**src/longest_decreasing_subsequence_assert.svh**
```systemverilog
// ---------------------------------------------------------------------------
// Longest decreasing subsequence: assertion macros
// Concurrent check macros clocked on clk_i and disabled while rst_ni is low.
// ---------------------------------------------------------------------------
`ifndef LONGEST_DECREASING_SUBSEQUENCE_ASSERT_SVH
`define LONGEST_DECREASING_SUBSEQUENCE_ASSERT_SVH

`ifndef SYNTH

`define LDS_ASSERT_SAME(lbl, ante, cons, msg) \
  lbl: assert property (@(posedge clk_i) disable iff (!rst_ni) (ante) |-> (cons)) \
    else $error(msg);

`define LDS_ASSERT_NEXT(lbl, ante, cons, msg) \
  lbl: assert property (@(posedge clk_i) disable iff (!rst_ni) (ante) |=> (cons)) \
    else $error(msg);

`else

`define LDS_ASSERT_SAME(lbl, ante, cons, msg)

`define LDS_ASSERT_NEXT(lbl, ante, cons, msg)

`endif

`endif

```
**src/lds_pkg.sv**
```systemverilog
// ---------------------------------------------------------------------------
// Longest decreasing subsequence: package
// Operation and status codes, controller states and the command and status
// groups between controller and datapath.
// ---------------------------------------------------------------------------
`default_nettype none

package lds_pkg;

  localparam int OP_W   = 2;
  localparam int VIN_W  = 32;
  localparam int IDX_W  = 10;
  localparam int STAT_W = 2;
  localparam int LEN_W  = 11;
  localparam int PIDX_W = 10;
  localparam int ELEM_W = 32;

  typedef enum logic [OP_W-1:0] {
    OP_PUSH   = 2'd0,
    OP_FINISH = 2'd1,
    OP_READ   = 2'd2,
    OP_CLEAR  = 2'd3
  } op_e;

  localparam logic [STAT_W-1:0] STAT_OK    = 2'd0;
  localparam logic [STAT_W-1:0] STAT_FULL  = 2'd1;
  localparam logic [STAT_W-1:0] STAT_RANGE = 2'd2;

  typedef enum logic [3:0] {
    S_IDLE,
    S_DISPATCH,
    S_SEARCH,
    S_CMP,
    S_PLACE,
    S_FTOP,
    S_FREAD,
    S_FWRITE,
    S_RWAIT
  } state_e;

  typedef struct packed {
    logic load;
    logic srch_upd;
    logic pile_rd_prev;
    logic pile_rd_last;
    logic place;
    logic fcur_ld;
    logic fwrite;
    logic seq_set;
    logic clear;
    logic finish;
  } ctrl_cmd_t;

  typedef struct packed {
    op_e  op;
    logic full;
    logic piles_zero;
    logic idx_ok;
    logic lo_lt_hi;
    logic pred_zero;
    logic k_one;
  } dp_stat_t;

endpackage

`default_nettype wire

```
**src/lds_ctrl.sv**
```systemverilog
// ---------------------------------------------------------------------------
// Longest decreasing subsequence: controller
// Sequences the binary search, placement, chain walk and read-back steps.
// ---------------------------------------------------------------------------
`default_nettype none

module lds_ctrl (
  input  wire logic              clk_i,
  input  wire logic              rst_ni,
  input  wire logic              start,
  output logic                   busy,
  input  wire lds_pkg::dp_stat_t stat_i,
  output lds_pkg::ctrl_cmd_t     cmd_o
);

  lds_pkg::state_e state_q, state_d;

  always_ff @(posedge clk_i or negedge rst_ni) begin
    if (!rst_ni) begin
      state_q <= lds_pkg::S_IDLE;
    end else begin
      state_q <= state_d;
    end
  end

  always_comb begin
    state_d = state_q;
    cmd_o   = '0;
    case (state_q)
      lds_pkg::S_IDLE: begin
        if (start) begin
          cmd_o.load = 1'b1;
          state_d    = lds_pkg::S_DISPATCH;
        end
      end
      lds_pkg::S_DISPATCH: begin
        case (stat_i.op)
          lds_pkg::OP_PUSH: begin
            if (stat_i.full) begin
              cmd_o.finish = 1'b1;
              state_d      = lds_pkg::S_IDLE;
            end else begin
              state_d = lds_pkg::S_SEARCH;
            end
          end
          lds_pkg::OP_FINISH: begin
            if (stat_i.piles_zero) begin
              cmd_o.seq_set = 1'b1;
              cmd_o.finish  = 1'b1;
              state_d       = lds_pkg::S_IDLE;
            end else begin
              cmd_o.pile_rd_last = 1'b1;
              state_d            = lds_pkg::S_FTOP;
            end
          end
          lds_pkg::OP_READ: begin
            if (stat_i.idx_ok) begin
              state_d = lds_pkg::S_RWAIT;
            end else begin
              cmd_o.finish = 1'b1;
              state_d      = lds_pkg::S_IDLE;
            end
          end
          lds_pkg::OP_CLEAR: begin
            cmd_o.clear  = 1'b1;
            cmd_o.finish = 1'b1;
            state_d      = lds_pkg::S_IDLE;
          end
          default: begin
            state_d = lds_pkg::S_IDLE;
          end
        endcase
      end
      lds_pkg::S_SEARCH: begin
        if (stat_i.lo_lt_hi) begin
          state_d = lds_pkg::S_CMP;
        end else begin
          cmd_o.pile_rd_prev = 1'b1;
          state_d            = lds_pkg::S_PLACE;
        end
      end
      lds_pkg::S_CMP: begin
        cmd_o.srch_upd = 1'b1;
        state_d        = lds_pkg::S_SEARCH;
      end
      lds_pkg::S_PLACE: begin
        cmd_o.place  = 1'b1;
        cmd_o.finish = 1'b1;
        state_d      = lds_pkg::S_IDLE;
      end
      lds_pkg::S_FTOP: begin
        cmd_o.fcur_ld = 1'b1;
        state_d       = lds_pkg::S_FREAD;
      end
      lds_pkg::S_FREAD: begin
        state_d = lds_pkg::S_FWRITE;
      end
      lds_pkg::S_FWRITE: begin
        cmd_o.fwrite = 1'b1;
        if (stat_i.pred_zero || stat_i.k_one) begin
          cmd_o.seq_set = 1'b1;
          cmd_o.finish  = 1'b1;
          state_d       = lds_pkg::S_IDLE;
        end else begin
          state_d = lds_pkg::S_FREAD;
        end
      end
      lds_pkg::S_RWAIT: begin
        cmd_o.finish = 1'b1;
        state_d      = lds_pkg::S_IDLE;
      end
      default: begin
        state_d = lds_pkg::S_IDLE;
      end
    endcase
  end

  assign busy = (state_q != lds_pkg::S_IDLE);

endmodule

`default_nettype wire

```
**config.mk**
```make
export PLATFORM = sky130hd
export DESIGN_NAME = lds_ctrl
export DESIGN_NICKNAME = d
export VERILOG_FILES = /design/src/longest_decreasing_subsequence_assert.svh /design/src/lds_pkg.sv /design/src/lds_ctrl.sv
export SDC_FILE = /design/constraint.sdc
export NUM_CORES = 1
export LEC_CHECK = 0
export BUFFER_PORTS_ARGS = -buffer_cell sky130_fd_sc_hd__clkbuf_2
export CAP_MARGIN = 5
export CORE_MARGIN = 3
export CORE_UTILIZATION = 28
export CTS_CLUSTER_DIAMETER = 30
export DETAILED_ROUTE_END_ITERATION = 10
export PLACE_DENSITY_LB_ADDON = 0.05
export SYNTH_ARGS = -nofsm -noshare
export SYNTH_HDL_FRONTEND = slang
export SYNTH_SLANG_ARGS = --single-unit
```
**constraint.sdc**
```tcl
create_clock -name clk_i -period 4.88 [get_ports clk_i]
set_input_delay 0.732 -clock clk_i [delete_from_list [all_inputs] [get_ports clk_i]]
set_output_delay 0.732 -clock clk_i [all_outputs]
set_load 0.1 [all_outputs]
```
* Word level (Yosys, flattened, before mapping)
Index checks and enable logic that the tools add are counted.
W data, S select, Z words.
** Cells by class
- Reduce and logical (&&, ||, !) cells :: 5
- Equal/unequal tests :: 12
- Mux-type cells :: 29
** Operators with widths (count)
- $pmux W4 S7 :: 1
- $mux W1 :: 18
- $eq A4 B3 Y1 const B :: 4
- $pmux W4 S4 :: 1
- $mux W3 :: 3
- $eq A4 B2 Y1 const B :: 2
- $mux W4 :: 2
- $eq A2 B2 Y1 const B :: 2
- $eq A4 B1 Y1 const B :: 1
- $eq A4 B4 Y1 const B :: 1
- $logic_not A4 Y1 :: 1
- $pmux W1 S4 :: 1
- $reduce_bool A4 Y1 :: 1
- $pmux W1 S3 :: 1
- $eq A2 B1 Y1 const B :: 1
- $logic_not A2 Y1 :: 1
- $mux W2 :: 1
- $ne A2 B2 Y1 const B :: 1
- $pmux W1 S2 :: 1
- $reduce_or A2 Y1 :: 1
- $logic_or A1 B1 Y1 :: 1
** Storage, ports and cells
- Bits in registers :: 4
- Word-level logic and storage cells :: 47
- Input port bits :: 11

* Longest topological paths before layout
- Depth after elaboration :: 3
- Mapped depth :: 4

* Worst setup path after synthesis
Ideal clock, no wire load.
- Path type :: input to output
- Start point :: input port stat_i[0] in the netlist's numbering
- End point :: output port cmd_o[2] in the netlist's numbering
- Buffers on the path :: 0
- Data arrival time :: 2964 ps
- Stages :: 2
- Required time :: 4148 ps
- Slack :: 1184 ps
- Cells stage by stage :: o211ai_1 -> o21ai_0
** RTL lines
- from (decl) :: line lds_ctrl.sv:12 : input wire lds_pkg::dp_stat_t stat_i,
- to (decl) :: line lds_ctrl.sv:13 : output lds_pkg::ctrl_cmd_t cmd_o

==> results.json <==
{
  "synth_top_cell_area_share_pct": 26.14,
  "design_area_sq_um": 506.7,
  "cts_tree": "yes",
  "fin_setup_tns_ns": 0,
  "grt_max_degree": 11,
  "reg.largest.list": "state_q (4)",
  "dpl-instance-area_sq_um": 484.2,
  "critical_path.startpoint_type": "register",
  "fin_worst_skew_ns": 0.004645,
  "fmax_ghz": 0.3517,
  "post-dp-hpwl_microns": 704,
  "grt.total_usage_pct": 11.02,
  "yosysTopAreaCell": "dfrtp_1",
  "routed_wl_microns": 908,
  "synth_edf_count": 0,
  "coreArea_sq_um": 1186,
  "synth_xor_area_share_pct": 2.288,
  "slew_violations": 0,
  "cts_buffers": 3,
  "critPathKind": "register to primary output",
  "crit_fanout": 10,
  "routedWlPerCell_microns": 11.35,
  "regMostFlops": "state_q",
  "cts_sinks": 4,
  "post_cts_resized": 0,
  "synth_nets": 56,
  "diodes": 0,
  "hold_class": "input port to asynchronous set/reset pin",
  "synthMuxAreaShare_pct": 0,
  "synth_cell_types": 28,
  "path_clk_slew_ns": 0.04,
  "initialDrtViolationCount": 6,
  "slew_headroom_pct": 63.92,
  "end_kind": "primary output",
  "grt_pass1_wl_mm": 1.573,
  "remaining_drc_errors": 0,
  "hold_viol": 0,
  "synthesis.area_sq_um": 382.9,
  "synth_fa_ha_area_share_pct": 0,
  "ioPinCount": 22,
  "root_buffer": "clkbuf_4",
  "syn2layout_area_growth_pct": 32.35,
  "vias": 400,
  "viasPerCell": 5.000,
  "outcome": "completed",
  "layout-drive-gt1-share_pct": 42.42,
  "nets": 79,
  "grt_overflow": 0,
  "reg2regPathDepth": 3,
  "antenna_found_initial": 0,
  "ant_nets": 0,
  "worstReg2RegStart": "state_q[1]",
  "ys_seq_area_share_pct": 26.14,
  "fin_crit_sh_pct": 58.26,
  "postCtsHoldBufs": 0,
  "yosysWarnings": 0,
  "worst_pin_slew_ns": 0.5435,
  "largest_reg_flops": 4,
  "synth_compound_area_share_pct": 17.97,
  "gp_congestion": 0.6595,
  "initial_core_util_pct": 32.28,
  "cts_setup_buffers": 0,
  "die_w_microns": 42.98,
  "dr.pass1.iters": 3,
  "synth_top_family_by_area": "simple AND/OR/NAND/NOR gates",
  "ys_seq_elements": 4,
  "post_synth_and_or_nand_nor_area_fraction_pct": 47.06,
  "htreeDepth": 1,
  "die_y_microns": 42.98,
  "io_buffer_count": 21,
  "drv_cap": 0,
  "clkLatencyLatePin_ns": 0.24,
  "synth_area_per_cell_sq_um": 8.508,
  "worstPathArrival_ns": 2.11,
  "synthTopCellsByArea": "dfrtp_1 26%, nor4b_4 6.2%, nand2b_1 4.9%",
  "ys_async_sr_fraction_pct": 100.0,
  "first_global_vias": 377,
  "grt_setup_unrepaired": "false",
  "placementRows": 12,
  "setup_viol": 0,
  "cts_buffer_depth": 2,
  "dieArea_sq_um": 1847,
  "crit_required_ns": 4.15,
  "syn_inst": 45,
  "min_period_ns": 2.843,
  "ys.flop_type": "dfrtp_1",
  "cp-startpoint": "state_q[1]"
}
stage by stage:
step | utilization (%) | hold slack, ns | setup WS (ns) | instances
4_1_cts | 42.72 | 0.2930 | 2.038 | 80
5_1_grt | 42.72 | 0.2890 | 1.929 | 80
6_report | 42.72 | 0.2928 | 2.037 | 80
3_3_place_gp | 40.82 | 0.5428 | 2.187 | 77
3_5_place_dp | 40.82 | 0.5422 | 2.182 | 77
2_1_floorplan | - | 0.4364 | 1.184 | 45
layout make-up:
type	instances	area, sq um
Tap cell	14	17.52
Timing Repair Buffer	21	105.1
Clock buffer	3	22.52
Inverter	1	3.754
Sequential cell	4	100.1
Multi-Input combinational cell	37	257.7
Fill cell	136	679.4
metal layers:
metal / track usage (%) / vias to the layer above / wire (microns)
met3: 2.119 / 4 / 86
met4: 7.229 / 0 / 15
met1: 16.41 / 172 / 449
met2: 13.77 / 18 / 357
li1: - / 206 / -
met5: 0 / - / 0
synth_stat cells, types with 2 or more instances:
cell type and number:
and3_1 2, buf_2 2, dfrtp_1 4, nand2_1 4, nand2b_1 3, nor2_1 5, nor3_1 2, o21ai_0 2
or3b_1 2
path summary, 6_finish.rpt:
path                               to  slack (ns)
min                        state_q[1]        0.29
min in group clk_i         state_q[0]        0.60
max in group asynchronous  state_q[0]        4.46
max                          cmd_o[6]        2.04
max reg2reg                state_q[0]        3.17
min reg2reg                state_q[0]        0.60
logic make-up after synthesis:
| kind of cell | Yosys count |
|---|---|
| xor gates and xnor gates | 1 |
| DFF | 4 |
| AOI/OAI and AO/OA | 9 |
| and+or+nand+nor | 27 |
| buffers and inverters | 4 |
layout by cell type, fill, tap and decap left out, types with 2 or more instances in the layout:
| cell type | n |
|---|---|
| clkbuf_2 | 21 |
| nor2_1 | 5 |
| nand2_1 | 4 |
| dfrtp_1 | 4 |
| nand2b_1 | 3 |
| clkbuf_4 | 3 |
| and3_1 | 2 |
| nor3_1 | 2 |
| o21ai_0 | 2 |
| or3b_1 | 2 |
worst max-delay path, stage by stage (launching register included):
cell      delay [ns]
dfrtp_1         0.49
nor4b_4         0.40
or3b_1          0.45
inv_1           0.08
clkbuf_2        0.45
Power is not shown: default switching activity piles up to over one toggle a cycle in this logic, so the estimate is an artifact.
